<file path="config.mk">
export PLATFORM = sky130hd
export DESIGN_NAME = energy_voice_activity_detector
export DESIGN_NICKNAME = d
export VERILOG_FILES = /design/src/evad_pkg.sv /design/src/evad_ctrl.sv /design/src/evad_dp.sv /design/src/energy_voice_activity_detector.sv
export SDC_FILE = /design/constraint.sdc
export NUM_CORES = 1
export LEC_CHECK = 0
export ABC_AREA = 1
export BUFFER_PORTS_ARGS = -buffer_cell sky130_fd_sc_hd__buf_4
export CAP_MARGIN = 20
export CORE_UTILIZATION = 30
export CTS_CLUSTER_SIZE = 40
export DETAILED_ROUTE_END_ITERATION = 10
export PLACE_DENSITY = 0.43
export SLEW_MARGIN = 20
export SYNTH_ARGS = -nofsm -noshare
export SYNTH_HDL_FRONTEND = slang
export SYNTH_SLANG_ARGS = --single-unit
</file>
<file path="constraint.sdc">
create_clock -name aclk -period 4.6 [get_ports aclk]
set_input_delay 0.69 -clock aclk [delete_from_list [all_inputs] [get_ports aclk]]
set_output_delay 0.69 -clock aclk [all_outputs]
set_load 0.05 [all_outputs]
</file>
<file path="src/evad_pkg.sv">
`default_nettype none
// ----------------------------------------------------------------------------
// evad_pkg
// Shared widths, constants and controller/datapath interface types for the
// energy voice activity detector.
// ----------------------------------------------------------------------------
package evad_pkg;

    // Field and state widths
    localparam int SAMPLE_W    = 16;
    localparam int THRESH_W    = 16;
    localparam int FLEN_W      = 12;
    localparam int LIMIT_W     = 8;
    localparam int COUNT_W     = 8;
    localparam int FRAMES_W    = 16;
    localparam int ENERGY_W    = 16;
    localparam int SUM_W       = 27;

    // Longest frame in samples; longer settings are clamped to it
    localparam int MAX_FRAME_SAMPLES = 2048;

    // Divider: one quotient bit per step over the whole dividend
    localparam int DIV_STEPS   = SUM_W;
    localparam int DIV_STEP_W  = $clog2(DIV_STEPS);

    // Configuration port
    localparam int PADDR_W     = 5;
    localparam int PDATA_W     = 32;

    // Register indexes (byte address / 4)
    typedef enum logic [2:0] {
        REG_SPEECH_LEVEL      = 3'd0,
        REG_FRAME_LENGTH      = 3'd1,
        REG_SILENCE_LIMIT     = 3'd2,
        REG_MIN_SPEECH_FRAMES = 3'd3,
        REG_BUFFER_ALL_MODE   = 3'd4
    } reg_index_t;

    // Reset values of the registers
    localparam logic [THRESH_W-1:0] THRESH_RST = 16'd300;
    localparam logic [FLEN_W-1:0]   FLEN_RST   = 12'd480;
    localparam logic [LIMIT_W-1:0]  LIMIT_RST  = 8'd26;
    localparam logic [COUNT_W-1:0]  MIN_RST    = 8'd8;

    // Request operation codes
    localparam logic OP_SAMPLE = 1'b0;
    localparam logic OP_FLUSH  = 1'b1;

    // Configuration as seen by the datapath
    typedef struct packed {
        logic [THRESH_W-1:0] speech_level;
        logic [FLEN_W-1:0]   frame_length;
        logic [LIMIT_W-1:0]  silence_limit;
        logic [COUNT_W-1:0]  min_speech_frames;
        logic                buffer_all_mode;
    } cfg_t;

    // Controller to datapath commands
    typedef struct packed {
        logic load_in;    // capture the accepted request
        logic accum;      // add magnitude, count sample, arm divider at frame end
        logic div_step;   // one restoring division step
        logic decide;     // classify frame, update utterance, load result
        logic flush_out;  // load flush result, clear utterance
    } dp_cmd_t;

    // Datapath to controller status
    typedef struct packed {
        logic frame_end;  // the sample in accumulation closes the frame
        logic div_last;   // division step in progress is the final one
        logic out_free;   // result register can take a new result
        logic buf_empty;  // no frames buffered
    } dp_sts_t;

endpackage : evad_pkg
`default_nettype wire

</file>
<file path="src/evad_ctrl.sv">
`default_nettype none
// ----------------------------------------------------------------------------
// evad_ctrl
// Sequencer: accepts one request at a time and steps the datapath through
// accumulation, at frame end also division and frame decision, or through a flush.
// ----------------------------------------------------------------------------
module evad_ctrl (
    input  wire logic             aclk,
    input  wire logic             aresetn,
    input  wire logic             s_valid,
    output logic                  s_ready,
    input  wire logic             s_operation,
    input  wire evad_pkg::dp_sts_t sts,
    output evad_pkg::dp_cmd_t     cmd
);
    import evad_pkg::*;

    typedef enum logic [4:0] {
        ST_IDLE   = 5'b00001,
        ST_ACCUM  = 5'b00010,
        ST_DIVIDE = 5'b00100,
        ST_DECIDE = 5'b01000,
        ST_FLUSH  = 5'b10000
    } state_t;

    state_t state_reg;
    state_t state_next;

    // State register
    always_ff @(posedge aclk) begin
        if (!aresetn) begin
            state_reg <= ST_IDLE;
        end else begin
            state_reg <= state_next;
        end
    end

    // Next state and commands
    always_comb begin
        state_next = state_reg;
        cmd        = '0;
        s_ready    = 1'b0;
        unique case (state_reg)
            ST_IDLE: begin
                s_ready = 1'b1;
                if (s_valid) begin
                    cmd.load_in = 1'b1;
                    state_next  = (s_operation == OP_FLUSH) ? ST_FLUSH : ST_ACCUM;
                end
            end
            ST_ACCUM: begin
                cmd.accum  = 1'b1;
                state_next = sts.frame_end ? ST_DIVIDE : ST_IDLE;
            end
            ST_DIVIDE: begin
                cmd.div_step = 1'b1;
                if (sts.div_last) begin
                    state_next = ST_DECIDE;
                end
            end
            ST_DECIDE: begin
                // hold until the result register frees up
                if (sts.out_free) begin
                    cmd.decide = 1'b1;
                    state_next = ST_IDLE;
                end
            end
            ST_FLUSH: begin
                if (sts.buf_empty) begin
                    state_next = ST_IDLE;
                end else if (sts.out_free) begin
                    cmd.flush_out = 1'b1;
                    state_next    = ST_IDLE;
                end
            end
            default: begin
                state_next = ST_IDLE;
            end
        endcase
    end

endmodule : evad_ctrl
`default_nettype wire

</file>
<file path="src/evad_dp.sv">
`default_nettype none
// ----------------------------------------------------------------------------
// evad_dp
// Datapath: magnitude accumulation, bit-serial frame energy divider,
// utterance counters and the result register.
// ----------------------------------------------------------------------------
module evad_dp (
    input  wire logic                                  aclk,
    input  wire logic                                  aresetn,
    input  wire evad_pkg::cfg_t                        cfg,
    input  wire evad_pkg::dp_cmd_t                     cmd,
    output evad_pkg::dp_sts_t                          sts,
    input  wire logic signed [evad_pkg::SAMPLE_W-1:0]  s_sample,
    output logic                                       m_valid,
    input  wire logic                                  m_ready,
    output logic                                       m_frame_speech,
    output logic                                       m_frame_buffered,
    output logic                                       m_utterance_ready,
    output logic                                       m_utterance_dropped,
    output logic [evad_pkg::FRAMES_W-1:0]              m_utterance_frames,
    output logic [evad_pkg::ENERGY_W-1:0]              m_frame_energy
);
    import evad_pkg::*;

    // Captured sample and frame accumulation
    logic [SAMPLE_W-1:0]   sample_reg;
    logic [SUM_W-1:0]      abs_sum_reg;
    logic [FLEN_W-1:0]     cnt_reg;

    // Divider
    logic [SUM_W-1:0]      div_q_reg;
    logic [FLEN_W-1:0]     div_rem_reg;
    logic [FLEN_W-1:0]     div_d_reg;
    logic [DIV_STEP_W-1:0] div_step_reg;

    // Utterance state
    logic [LIMIT_W-1:0]    silent_run_reg;
    logic [COUNT_W-1:0]    speech_count_reg;
    logic                  in_speech_reg;
    logic [FRAMES_W-1:0]   buffered_reg;

    // Result register
    logic                  m_valid_reg;
    logic                  m_speech_reg;
    logic                  m_buffered_reg;
    logic                  m_ready_reg;
    logic                  m_dropped_reg;
    logic [FRAMES_W-1:0]   m_frames_reg;
    logic [ENERGY_W-1:0]   m_energy_reg;

    // Accumulation terms
    logic [SAMPLE_W-1:0]   mag;
    logic [SUM_W-1:0]      sum_new;
    logic [FLEN_W-1:0]     cnt_new;
    logic [FLEN_W-1:0]     eff_len;

    // Divider step terms
    logic [FLEN_W:0]       rem_sh;
    logic [FLEN_W+1:0]     rem_diff;
    logic                  rem_ge;

    // Decision terms
    logic [ENERGY_W-1:0]   energy;
    logic                  speech;
    logic                  joined;
    logic [FRAMES_W-1:0]   buffered_new;
    logic [LIMIT_W-1:0]    silent_new;
    logic                  utt_end;
    logic                  utt_ok;

    // Magnitude of the captured sample, the most negative value gives 32768
    assign mag     = sample_reg[SAMPLE_W-1] ? (~sample_reg + 1'b1) : sample_reg;
    assign sum_new = abs_sum_reg + SUM_W'(mag);
    assign cnt_new = cnt_reg + 1'b1;

    // Frame length clamped to one sample at least and the frame maximum
    always_comb begin
        if (cfg.frame_length == '0) begin
            eff_len = FLEN_W'(1);
        end else if (32'(cfg.frame_length) > MAX_FRAME_SAMPLES) begin
            eff_len = FLEN_W'(MAX_FRAME_SAMPLES);
        end else begin
            eff_len = cfg.frame_length;
        end
    end

    // Restoring division step
    assign rem_sh   = {div_rem_reg, div_q_reg[SUM_W-1]};
    assign rem_diff = {1'b0, rem_sh} - {2'b00, div_d_reg};
    assign rem_ge   = ~rem_diff[FLEN_W+1];

    // Frame classification and utterance bookkeeping
    assign energy       = (|div_q_reg[SUM_W-1:ENERGY_W]) ? '1 : div_q_reg[ENERGY_W-1:0];
    assign speech       = energy > cfg.speech_level;
    assign joined       = cfg.buffer_all_mode | speech | in_speech_reg;
    assign buffered_new = (joined && buffered_reg != '1) ? buffered_reg + 1'b1 : buffered_reg;
    assign silent_new   = (silent_run_reg != '1) ? silent_run_reg + 1'b1 : silent_run_reg;
    assign utt_end      = !speech && in_speech_reg && (silent_new >= cfg.silence_limit);
    assign utt_ok       = speech_count_reg >= cfg.min_speech_frames;

    // Status
    assign sts.frame_end = (cnt_new != '0) && (cnt_new >= eff_len);
    assign sts.div_last  = div_step_reg == DIV_STEP_W'(DIV_STEPS - 1);
    assign sts.out_free  = !m_valid_reg || m_ready;
    assign sts.buf_empty = buffered_reg == '0;

    // Capture the request payload
    always_ff @(posedge aclk) begin
        if (cmd.load_in) begin
            sample_reg <= s_sample;
        end
    end

    // Accumulate and arm the divider at frame end
    always_ff @(posedge aclk) begin
        if (!aresetn) begin
            abs_sum_reg <= '0;
            cnt_reg     <= '0;
        end else if (cmd.accum) begin
            if (sts.frame_end) begin
                abs_sum_reg <= '0;
                cnt_reg     <= '0;
            end else begin
                abs_sum_reg <= sum_new;
                cnt_reg     <= cnt_new;
            end
        end
    end

    // Divide: dividend shifts out the top while quotient bits shift in
    always_ff @(posedge aclk) begin
        if (cmd.accum && sts.frame_end) begin
            div_q_reg    <= sum_new;
            div_rem_reg  <= '0;
            div_d_reg    <= cnt_new;
            div_step_reg <= '0;
        end else if (cmd.div_step) begin
            div_q_reg    <= {div_q_reg[SUM_W-2:0], rem_ge};
            div_rem_reg  <= rem_ge ? rem_diff[FLEN_W-1:0] : rem_sh[FLEN_W-1:0];
            div_step_reg <= div_step_reg + 1'b1;
        end
    end

    // Utterance state
    always_ff @(posedge aclk) begin
        if (!aresetn) begin
            silent_run_reg   <= '0;
            speech_count_reg <= '0;
            in_speech_reg    <= 1'b0;
            buffered_reg     <= '0;
        end else if (cmd.flush_out) begin
            silent_run_reg   <= '0;
            speech_count_reg <= '0;
            in_speech_reg    <= 1'b0;
            buffered_reg     <= '0;
        end else if (cmd.decide) begin
            if (utt_end) begin
                silent_run_reg   <= '0;
                speech_count_reg <= '0;
                in_speech_reg    <= 1'b0;
                buffered_reg     <= '0;
            end else if (speech) begin
                if (speech_count_reg != '1) begin
                    speech_count_reg <= speech_count_reg + 1'b1;
                end
                in_speech_reg  <= 1'b1;
                silent_run_reg <= '0;
                buffered_reg   <= buffered_new;
            end else begin
                if (in_speech_reg) begin
                    silent_run_reg <= silent_new;
                end
                buffered_reg <= buffered_new;
            end
        end
    end

    // Result valid: set on load, drop once taken
    always_ff @(posedge aclk) begin
        if (!aresetn) begin
            m_valid_reg <= 1'b0;
        end else if (cmd.decide || cmd.flush_out) begin
            m_valid_reg <= 1'b1;
        end else if (m_ready) begin
            m_valid_reg <= 1'b0;
        end
    end

    // Result payload
    always_ff @(posedge aclk) begin
        if (cmd.decide) begin
            m_speech_reg   <= speech;
            m_buffered_reg <= joined;
            m_ready_reg    <= utt_end && utt_ok;
            m_dropped_reg  <= utt_end && !utt_ok;
            m_frames_reg   <= utt_end ? buffered_new : '0;
            m_energy_reg   <= energy;
        end else if (cmd.flush_out) begin
            m_speech_reg   <= 1'b0;
            m_buffered_reg <= 1'b0;
            m_ready_reg    <= 1'b1;
            m_dropped_reg  <= 1'b0;
            m_frames_reg   <= buffered_reg;
            m_energy_reg   <= '0;
        end
    end

    assign m_valid             = m_valid_reg;
    assign m_frame_speech      = m_speech_reg;
    assign m_frame_buffered    = m_buffered_reg;
    assign m_utterance_ready   = m_ready_reg;
    assign m_utterance_dropped = m_dropped_reg;
    assign m_utterance_frames  = m_frames_reg;
    assign m_frame_energy      = m_energy_reg;

endmodule : evad_dp
`default_nettype wire

</file>
<file path="src/energy_voice_activity_detector.sv">
`default_nettype none
// ----------------------------------------------------------------------------
// energy_voice_activity_detector
// Frame energy voice activity detector with hangover: classifies frames of
// audio samples as speech and reports utterances as ready or dropped.
// ----------------------------------------------------------------------------
//
//  Channel   Ports                         Direction  Moves
//  s_        s_valid/s_ready + payload     in         sample or flush request
//  m_        m_valid/m_ready + payload     out        frame or utterance result
//  APB       psel/penable/pwrite/paddr...  in         register access
//
//  A mid-frame sample is accepted and accumulated; a frame-closing sample is
//  also divided and decided: the energy divider is bit-serial and yields one
//  quotient bit per cycle over the 27-bit magnitude sum. A flush is accepted
//  and then flushed. A new request is accepted while a result waits in the
//  output register; decide and a non-empty flush hold while it is full.
//  Reset (aresetn low, synchronous) clears control, accumulation, utterance,
//  result-valid and register state at once; no clearing pass.
module energy_voice_activity_detector (
    input  wire logic                                  aclk,
    input  wire logic                                  aresetn,
    // request channel
    input  wire logic                                  s_valid,
    output logic                                       s_ready,
    input  wire logic                                  s_operation,
    input  wire logic signed [evad_pkg::SAMPLE_W-1:0]  s_sample,
    // result channel
    output logic                                       m_valid,
    input  wire logic                                  m_ready,
    output logic                                       m_frame_speech,
    output logic                                       m_frame_buffered,
    output logic                                       m_utterance_ready,
    output logic                                       m_utterance_dropped,
    output logic [evad_pkg::FRAMES_W-1:0]              m_utterance_frames,
    output logic [evad_pkg::ENERGY_W-1:0]              m_frame_energy,
    // configuration port
    input  wire logic                                  psel,
    input  wire logic                                  penable,
    input  wire logic                                  pwrite,
    input  wire logic [evad_pkg::PADDR_W-1:0]          paddr,
    input  wire logic [evad_pkg::PDATA_W-1:0]          pwdata,
    output logic [evad_pkg::PDATA_W-1:0]               prdata,
    output logic                                       pready
);
    import evad_pkg::*;

    logic [THRESH_W-1:0] thresh_reg;
    logic [FLEN_W-1:0]   flen_reg;
    logic [LIMIT_W-1:0]  limit_reg;
    logic [COUNT_W-1:0]  min_reg;
    logic                mode_reg;

    logic                wr_en;
    reg_index_t          reg_idx;
    cfg_t                cfg;
    dp_cmd_t             cmd;
    dp_sts_t             sts;

    assign pready  = 1'b1;
    assign wr_en   = psel && penable && pwrite && pready;
    assign reg_idx = reg_index_t'(paddr[PADDR_W-1:2]);

    // Register writes
    always_ff @(posedge aclk) begin
        if (!aresetn) begin
            thresh_reg <= THRESH_RST;
            flen_reg   <= FLEN_RST;
            limit_reg  <= LIMIT_RST;
            min_reg    <= MIN_RST;
            mode_reg   <= 1'b0;
        end else if (wr_en) begin
            unique case (reg_idx)
                REG_SPEECH_LEVEL:      thresh_reg <= pwdata[THRESH_W-1:0];
                REG_FRAME_LENGTH:      flen_reg   <= pwdata[FLEN_W-1:0];
                REG_SILENCE_LIMIT:     limit_reg  <= pwdata[LIMIT_W-1:0];
                REG_MIN_SPEECH_FRAMES: min_reg    <= pwdata[COUNT_W-1:0];
                REG_BUFFER_ALL_MODE:   mode_reg   <= pwdata[0];
                default: ;
            endcase
        end
    end

    // Register reads
    always_comb begin
        unique case (reg_idx)
            REG_SPEECH_LEVEL:      prdata = PDATA_W'(thresh_reg);
            REG_FRAME_LENGTH:      prdata = PDATA_W'(flen_reg);
            REG_SILENCE_LIMIT:     prdata = PDATA_W'(limit_reg);
            REG_MIN_SPEECH_FRAMES: prdata = PDATA_W'(min_reg);
            REG_BUFFER_ALL_MODE:   prdata = PDATA_W'(mode_reg);
            default:               prdata = '0;
        endcase
    end

    assign cfg.speech_level      = thresh_reg;
    assign cfg.frame_length      = flen_reg;
    assign cfg.silence_limit     = limit_reg;
    assign cfg.min_speech_frames = min_reg;
    assign cfg.buffer_all_mode   = mode_reg;

    evad_ctrl u_ctrl (
        .aclk        (aclk),
        .aresetn     (aresetn),
        .s_valid     (s_valid),
        .s_ready     (s_ready),
        .s_operation (s_operation),
        .sts         (sts),
        .cmd         (cmd)
    );

    evad_dp u_dp (
        .aclk                (aclk),
        .aresetn             (aresetn),
        .cfg                 (cfg),
        .cmd                 (cmd),
        .sts                 (sts),
        .s_sample            (s_sample),
        .m_valid             (m_valid),
        .m_ready             (m_ready),
        .m_frame_speech      (m_frame_speech),
        .m_frame_buffered    (m_frame_buffered),
        .m_utterance_ready   (m_utterance_ready),
        .m_utterance_dropped (m_utterance_dropped),
        .m_utterance_frames  (m_utterance_frames),
        .m_frame_energy      (m_frame_energy)
    );

endmodule : energy_voice_activity_detector
`default_nettype wire

</file>
; ---- After elaboration in Yosys (flattened, before gate mapping)
; Cells that the tools add are included.
[word_totals]
reg_bits = 231
in_bits = 61
output_inout_bits = 71
[classes]
addsub = 8
n_lt_le_gt_ge = 5
n_eq_ne = 15
mux = 50
bitwise = 5
n_reduce_logical = 35
[ops]
columns = cell, count
row1 = 16-bit 2-to-1 mux, 9
row2 = 27-bit 2-to-1 mux, 3
row3 = 16-bit one-hot mux with 5 select lines, 1
row4 = 8-bit 2-to-1 mux, 7
row5 = 12-bit 2-to-1 mux, 4
row6 = "16-bit by 1-bit adder with 16-bit output, second input constant", 2
row7 = 27-bit by 16-bit adder with 27-bit output, 1
row8 = 5-bit 2-to-1 mux, 5
row9 = 5-bit one-hot mux with 5 select lines, 1
row10 = 1-bit 2-to-1 mux, 19
row11 = "8-bit by 1-bit adder with 8-bit output, second input constant", 2
row12 = 8-bit greater-or-equal comparator, 2
row13 = 16-bit > comparator, 1
row14 = 16-bit logical NOT, 1
row15 = "16-bit inequality test, second input constant", 1
row16 = "8-bit inequality test, second input constant", 2
row17 = 16-bit inverter, 1
row18 = 2-bit AND reduction, 8
row19 = 13-bit by 12-bit subtractor with 14-bit output, 1
row20 = "12-bit by 1-bit adder with 12-bit output, second input constant", 1
row21 = 12-bit greater-or-equal comparator, 1
row22 = "12-bit > comparator, second input constant", 1
row23 = 12-bit logical NOT, 1
row24 = 12-bit nonzero test, 1
row25 = other kinds (22), 42

; ---- Depth between registers and ports, before layout
; Gate-level depths: netlist (run 1).
[logic_depth]
word_depth = 9
ltp_mapped = 24
depth_no_buf = 23

; ---- By module
; Synthesis (run 1) repeated with hierarchy kept, for this count alone.
[hier_totals]
cells_unflattened = 1960
hier_area_um2 = 14231.1
[modules_own_cells]
columns = mod, instances, cells_per_inst, area_per_inst_um2, seq_area_each_um2
row1 = evad_dp, 1, 1522, 11399.7, 4534.3
row2 = energy_voice_activity_detector, 1, 374, 2443.6, 900.9
row3 = evad_ctrl, 1, 64, 387.9, 100.1

; ---- Worst setup path after synthesis (run 1)
; OpenSTA, ideal clock, no wires.
[synth_path]
path_kind = reg2reg
from = register u_ctrl.state_reg[0]
to = register u_dp.sample_reg[0], enable pin
t_arrival_ns = 3.044
path_slack_ns = 1.166
stages_incl_launch_ff = 5
path_buffers = 0
synth_period_minus_slack_ns = 3.434
path_cell_list = dfxtp_1 inv_1 nor4_1 inv_1 nor2_1
[synth_lines]
columns = element, line_no
row1 = start: declaration, evad_ctrl.sv:26  ; state_t state_reg;
row2 = start signal: assignment, evad_ctrl.sv:34  ; state_reg <= state_next;
row3 = end signal: assignment, evad_dp.sv:110  ; sample_reg <= s_sample;
row4 = end: declaration, evad_dp.sv:26  ; logic [SAMPLE_W-1:0] sample_reg;

; ---- Worst setup path after layout (run 1)
[layout_path]
from = register u_dp.div_q_reg[26]
to = register u_dp.speech_count_reg[7]
[layout_via]
elab_chain_cells = 8
[layout_lines]
columns = element, line_no
row1 = start: declaration, evad_dp.sv:31  ; logic [SUM_W-1:0] div_q_reg;
row2 = start signal: assignment, evad_dp.sv:133  ; div_q_reg <= sum_new;
row3 = start signal: assignment, evad_dp.sv:138  ; div_q_reg <= {div_q_reg[SUM_W-2:0], rem_ge};
row4 = 11-bit OR reduction *, evad_dp.sv:93  ; assign energy = (|div_q_reg[SUM_W-1:ENERGY_W]) ? '1 : div_q_reg[ENERGY_W-1:0];
row5 = 16-bit 2-to-1 mux *, evad_dp.sv:93
row6 = named net u_dp.energy[10], evad_dp.sv:63  ; logic [ENERGY_W-1:0] energy;
row7 = 16-bit > comparator *, evad_dp.sv:94  ; assign speech = energy > cfg.speech_level;
row8 = 1-bit logical NOT, evad_dp.sv:98  ; assign utt_end = !speech && in_speech_reg && (silent_new >= cfg.silence_limit);
row9 = 1-bit logical AND (2 in series), evad_dp.sv:98
row10 = 2-bit nonzero test (no source line), n/a
row11 = 3-bit AND reduction (no source line), n/a
row12 = end signal: assignment, evad_dp.sv:164  ; speech_count_reg <= speech_count_reg + 1'b1;
row13 = end: declaration, evad_dp.sv:38  ; logic [COUNT_W-1:0] speech_count_reg;
; The timed path passes the listed nets; every way through them passes the cells marked *.
; A chain may end at the register's enable or synchronous reset.

==> impl_metrics.toml, run 1 <==
[critical_path]
crit_top_cell = "nand2_1"
regToRegStartpoint = "u_dp.div_q_reg[26]"
crit_start = "u_dp.div_q_reg[26]"
crit_required_ns = 5.06
start_kind = "register"
crit_chain = "inv_1 > nand2_1 > nor4_1 > nand2_1 > inv_1 > nand2_1 > ha_1 > nand4_1 > nor3_1 > nand3_1 > nand2_1 > nand3_1 > nand3_1 > inv_1 > nor2_1 > nand2_1 > nand2_1 > inv_1"
reg2regPathDepth = 18
cp_max_fo = 15
path_class = "register to register"
critical_path_buf_inv_count = 4
cpMaxStageDelayCell = "edfxtp_1"
timing.rr.end = "u_dp.speech_count_reg[7]"
crit_family = "simple AND/OR/NAND/NOR gates"
ff2ff_setup_slack_ns = 0.85
arrival_ns = 4.22
crit_cells = 18
worstSetupEndpointType = "register"
max_stage_delay_ns = 0.39

[timing]
rsz0062_at_grt = "no"
finalCriticalPeriod_ns = 3.75
finalHoldViolCount = 0
finalMaxSlewViolations = 0
slew_headroom_pct = 30.9
setup_viol = 0
finClkSkew_ns = 0.0116
whs_ns = 0.312
worstMarginPinSlew_ns = 1.04
fin_crit_sh_pct = 81.6
setup_tns_ns = 0
max_freq_mhz = 267
layout_setup_ws_ns = 0.848

[run_status]
status = "finished, final reports clean"

[floorplan]
die_area_sq_um = 46900
chipHeight_um = 216
initial_utilization_pct = 30.4
die_w_um = 216
rows = 78
fp.coreArea_sq_um = 45400
io_pins = 132

[grt]
grt_max_degree = 48
grt_pass1_vias = 11400
track_usage_pct = 16.5
antenna_found_initial = 0
grt_pass1_wl_um = 61900
gr-total-overflow = 0

[cells_and_area]
fin_util_pct = 35.3
fill_cells = 4844
final_cell_area_sq_um = 16000
diodes = 0
nets = 2079
area_growth_pct = 16.2
final_layout_size_suffix_gt1_share_pct = 10.9

[route]
ant_nets = 0
drc_errors = 0
vias = 12000
routed_wl_um = 38900
drt_iter0_drc = 606
viasPerCell = 4.68
first_pass_iters = 6
wl_per_cell_um = 15.2

[yosys]
synth_edf_count = 91
yosysSeqAreaShare_pct = 40.1
synthMuxAreaShare_pct = 0.0816
synth-adder-area-share_pct = 7.54
yosys_warnings = 0
synth_compound_area_share_pct = 11.9
yosys_register_bits = 231
synth_top_family_by_area = "simple AND/OR/NAND/NOR gates"
synth_area_per_cell_sq_um = 7.46
synth.distinct_cells = 54
synth_area_sq_um = 13800
synth_ff_type = "dfxtp_1"
synth_xor_area_share_pct = 3.67
synthSimpleGateAreaFrac_pct = 27.0
syn_inst = 1849
synth-async-reset-ratio_pct = 0

[pwr]
p_leak_nw = 7.15
power_density_nw_per_um2 = 301
internal-power_mw = 3.63
peakVddDrop_v = 0.000320
combPwrFrac_pct = 7.6
pwr-share-clk_pct = 47.7
seq_power_share_pct = 44.7
switchingPower_mw = 1.19
switching_share_pct = 24.7

[clocking]
cts_setup_buffers = 0
cts_inserted_buffers = 28
clkSlewWorstSetupHoldPaths_ns = 0.06
cts_buffer_depth = 3
post_cts_resize_count = 0
clock-sinks = 231
cts_tree = "done"
htree_num_levels = 1
insertion_delay_ns = 0.56
hold_buffers = 0
cts-root-buf = "clkbuf_16"

[job]
drv_cap = 0

[worst_hold_path]
holdPathStages = 1
hp-start = "s_sample[12]"
hold_end = "u_dp.sample_reg[12]"
hp-class = "input port to register"

[place]
gp_congestion = 0.852
placed_area_sq_um = 15100
dp_hpwl_um = 28800
post-place-ws_ns = 0.760
port_buffers = 96
## how the worst max path moves through the flow
stage / slack (ns) / endpoint
3_5_place_dp: 0.76 / u_dp.speech_count_reg[7]
3_3_place_gp: 0.78 / u_dp.speech_count_reg[7]
2_1_floorplan: 1.17 / u_dp.sample_reg[0]
5_1_grt: 0.37 / u_dp.speech_count_reg[7]
4_1_cts: 0.76 / u_dp.speech_count_reg[7]
6_report: 0.85 / u_dp.speech_count_reg[7]
## cells in the mapped netlist, drive strengths merged (2+ instances only)
master	count	area share [%]
a211oi	2	0.11
or2	10	0.45
nand3	158	6.1
xnor2	18	1.1
nand2	478	13
o21ai	117	4.3
nand3b	6	0.33
o22ai	2	0.091
o21a	5	0.27
o21bai	3	0.16
ha	80	7.3
clkinv	2	0.054
fa	2	0.29
nor2	131	3.7
inv	248	6.7
xor2	39	2.5
clkbuf	39	1.1
edfxtp	91	20
a31oi	2	0.091
dfxtp	140	20
a21oi	141	5.4
o211ai	8	0.44
nand4	28	1.3
nor3	30	1.4
nor4	13	0.63
buf	34	1.7
conb	2	0.054
a21boi	3	0.16
o2111ai	7	0.44
a21o	4	0.22
## per-layer routing
layer | up-vias | part of all wire (%) | GRT usage [%]
met3 | 39 | 3.8 | 2.41
met1 | 5505 | 46 | 21.3
li1 | 6229 | - | -
met5 | - | 0 | 0
met2 | 206 | 48 | 28.9
met4 | 0 | 1.6 | 3.71
## layout by cell type (no fill, tap or decap), types with 12 or more instances in the layout
master       n
a21oi_1    131
buf_4      114
clkbuf_16   29
conb_1      17
dfxtp_1    140
edfxtp_1    91
ha_1        80
inv_1      246
nand2_1    473
nand3_1    147
nand4_1     28
nor2_1     129
nor3_1      24
nor4_1      12
o21ai_0    115
xnor2_1     18
xor2_1      38
## area by class of cell
cell class	count	area (sq um)	share of cell area [%]
clock buffers	40	847	5.28
flip-flops and latches	231	5540	34.5
inverters	250	938	5.85
multi-input cells	1310	7000	43.6
well taps	600	751	4.68
clock inverters	11	110	0.686
repair buffers	115	861	5.37
## worst reg2reg max path: stages, from the launching register on
cell and delay, ns:
edfxtp_1 0.39, inv_1 0.09, nand2_1 0.07, nor4_1 0.23, nand2_1 0.20, inv_1 0.37
nand2_1 0.19, ha_1 0.34, nand4_1 0.10, nor3_1 0.23, nand3_1 0.10, nand2_1 0.23
nand3_1 0.18, nand3_1 0.29, inv_1 0.07, nor2_1 0.37, nand2_1 0.10, nand2_1 0.07
inv_1 0.04
## cell families (layout without fill, tap and decap cells)
group	Yosys count	count (layout)
muxes	1	1
other	2	17
xor gates and xnor gates	57	57
adders and majority gates	82	82
DFF	231	231
and+or+nand+nor	855	855
buffers and inverters	323	416
AOI/OAI and AO/OA	298	298
## power by group through the flow
stage / Combinational (mW) / Clock [mW] / Sequential [mW]
floorplan: 0.256 / 0 / 2.20
global placement: 0.364 / 0 / 2.20
detailed placement: 0.364 / 0 / 2.20
CTS: 0.367 / 2.39 / 2.16
global route: 0.403 / 2.46 / 2.16
finish: 0.365 / 2.30 / 2.16
## per-stage QoR
step | instances | power [mW]
5_1_grt | 2557 | 5.03
3_5_place_dp | 2505 | 2.57
4_1_cts | 2556 | 4.91
2_1_floorplan | 1864 | 2.45
3_3_place_gp | 2505 | 2.57
6_report | 2557 | 4.83
(Power assumes the default switching activity.)
==> run 2: changes to the inputs <==
==> constraint.sdc (replaced) <==
create_clock -name aclk -period 3.85 [get_ports aclk]
set_input_delay 0.5775 -clock aclk [delete_from_list [all_inputs] [get_ports aclk]]
set_output_delay 0.5775 -clock aclk [all_outputs]
set_load 0.05 [all_outputs]
==> impl_metrics.toml, run 2 (synthesis gave the netlist of run 1 again) <==
[critical_path]
crit_required_ns = 4.33
start_kind = "register"
path_class = "register to register"
arrival_ns = 3.92
cp_max_fo = 5
worstSetupEndpointType = "register"

[worst_hold_path]
hp-class = "input port to register"

[route]
routed_wl_um = 39200
ant_nets = 0
viasPerCell = 4.67
wl_per_cell_um = 15.2
vias = 12000
drc_errors = 0
drt_iter0_drc = 639
first_pass_iters = 5

[timing]
setup_viol = 0
finalHoldViolCount = 0
finalMaxSlewViolations = 0
whs_ns = 0.197
setup_tns_ns = 0
max_freq_mhz = 290
finClkSkew_ns = 0.00919
layout_setup_ws_ns = 0.405
rsz0062_at_grt = "no"
fin_crit_sh_pct = 89.5
finalCriticalPeriod_ns = 3.45
worstMarginPinSlew_ns = 1.02
slew_headroom_pct = 31.2

[cells_and_area]
fill_cells = 4869
layout_commonest_cell = "nand2_1"
final_cell_area_sq_um = 16100
most-common-layout-cells = "nand2_1 (471), inv_1 (245), nand3_1 (147)"
area_growth_pct = 16.7
final_cells = 2569
diodes = 0
final_layout_size_suffix_gt1_share_pct = 11.4
nets = 2090

[place]
dp_hpwl_um = 28800
post-place-ws_ns = 0.198
placed_area_sq_um = 15100
port_buffers = 96
dp.cells = 2514
gp_congestion = 0.835

[grt]
track_usage_pct = 16.7
grt_pass1_vias = 11600
grt_max_degree = 48
grt_pass1_wl_um = 62700
gr-total-overflow = 0
antenna_found_initial = 0

[clocking]
clkSlewWorstSetupHoldPaths_ns = 0.06
cts_tree = "done"
clock-sinks = 231
cts-root-buf = "clkbuf_16"
cts_buffer_depth = 3
htree_num_levels = 1
hold_buffers = 0
cts_inserted_buffers = 29
insertion_delay_ns = 0.56

[floorplan]
die_area_sq_um = 46900
io_pins = 132
initial_utilization_pct = 30.4
rows = 78
fp.coreArea_sq_um = 45400
chipHeight_um = 216
die_w_um = 216

[job]
drv_cap = 0

[pwr]
peakVddDrop_v = 0.000306
power_density_nw_per_um2 = 355
p_leak_nw = 7.17

[run_status]
status = "finished, final reports clean"
run 2: where the power goes:
| group | internal [mW] | switching (mW) | leakage, nW |
|---|---|---|---|
| Clock | 1.59 | 1.11 | 0.453 |
| Combinational | 0.129 | 0.305 | 4.75 |
| Sequential | 2.56 | 0.0196 | 1.97 |
run 2: timing repair:
action | in CTS | in global routing
hold endpoints to repair | 0 | 0
gates resized for setup | 0 | 7
endpoints found under the setup margin | 0 | 38
buffers inserted | 0 | 1
run 2: path summary, 6_finish.rpt:
| path | startpoint | to | slack (ns) | cells after the start |
|---|---|---|---|---|
| worst max-delay path | u_dp.sample_reg[0] | u_dp.abs_sum_reg[16] | 0.40 | 19 |
| worst min-delay path | s_sample[1] | u_dp.sample_reg[1] | 0.20 | 1 |
| worst min register to register | u_dp.abs_sum_reg[12] | u_dp.abs_sum_reg[12] | 0.47 | 2 |
| worst max register to register | u_dp.sample_reg[0] | u_dp.abs_sum_reg[16] | 0.40 | 19 |
run 2: metrics by stage:
step	util [%]	power, mW
5_1_grt	35.5	5.95
4_1_cts	35.4	5.81
6_report	35.5	5.72
3_5_place_dp	33.4	3.07
2_1_floorplan	-	2.93
3_3_place_gp	33.4	3.07
run 2: layout make-up:
cell class                      instances  area (sq um)  area share (%)
Clock inverter                         19           171            1.06
Timing Repair inverter                  1          7.51          0.0466
Inverter                              250           946            5.87
Timing Repair Buffer                  124           931            5.78
Sequential cell                       231          5540            34.4
Multi-Input combinational cell       1310          7010            43.5
Tap cell                              600           751            4.66
Clock buffer                           34           754            4.68
run 2: critical path: stages, from the launching register on:
cell,delay (ns)
edfxtp_1,0.48
inv_1,0.10
ha_1,0.16
nand2_1,0.07
nor3_1,0.22
nand2_1,0.11
nor2_1,0.14
nand2_1,0.09
o31ai_1,0.25
xnor2_1,0.12
ha_1,0.35
nand2_1,0.09
nor2_1,0.10
inv_1,0.06
o21ai_0,0.33
inv_1,0.08
nand2_1,0.14
xor2_1,0.22
nand3_1,0.11
a21oi_1,0.14
run 2: layer usage:
layer  up-vias  GRT usage, %  part of all wire, %
met3        37          2.19                  3.1
met5         -             0                    0
met4         0          4.13                  1.8
li1       6257             -                    -
met2       158          28.7                   48
met1      5537          21.9                   47
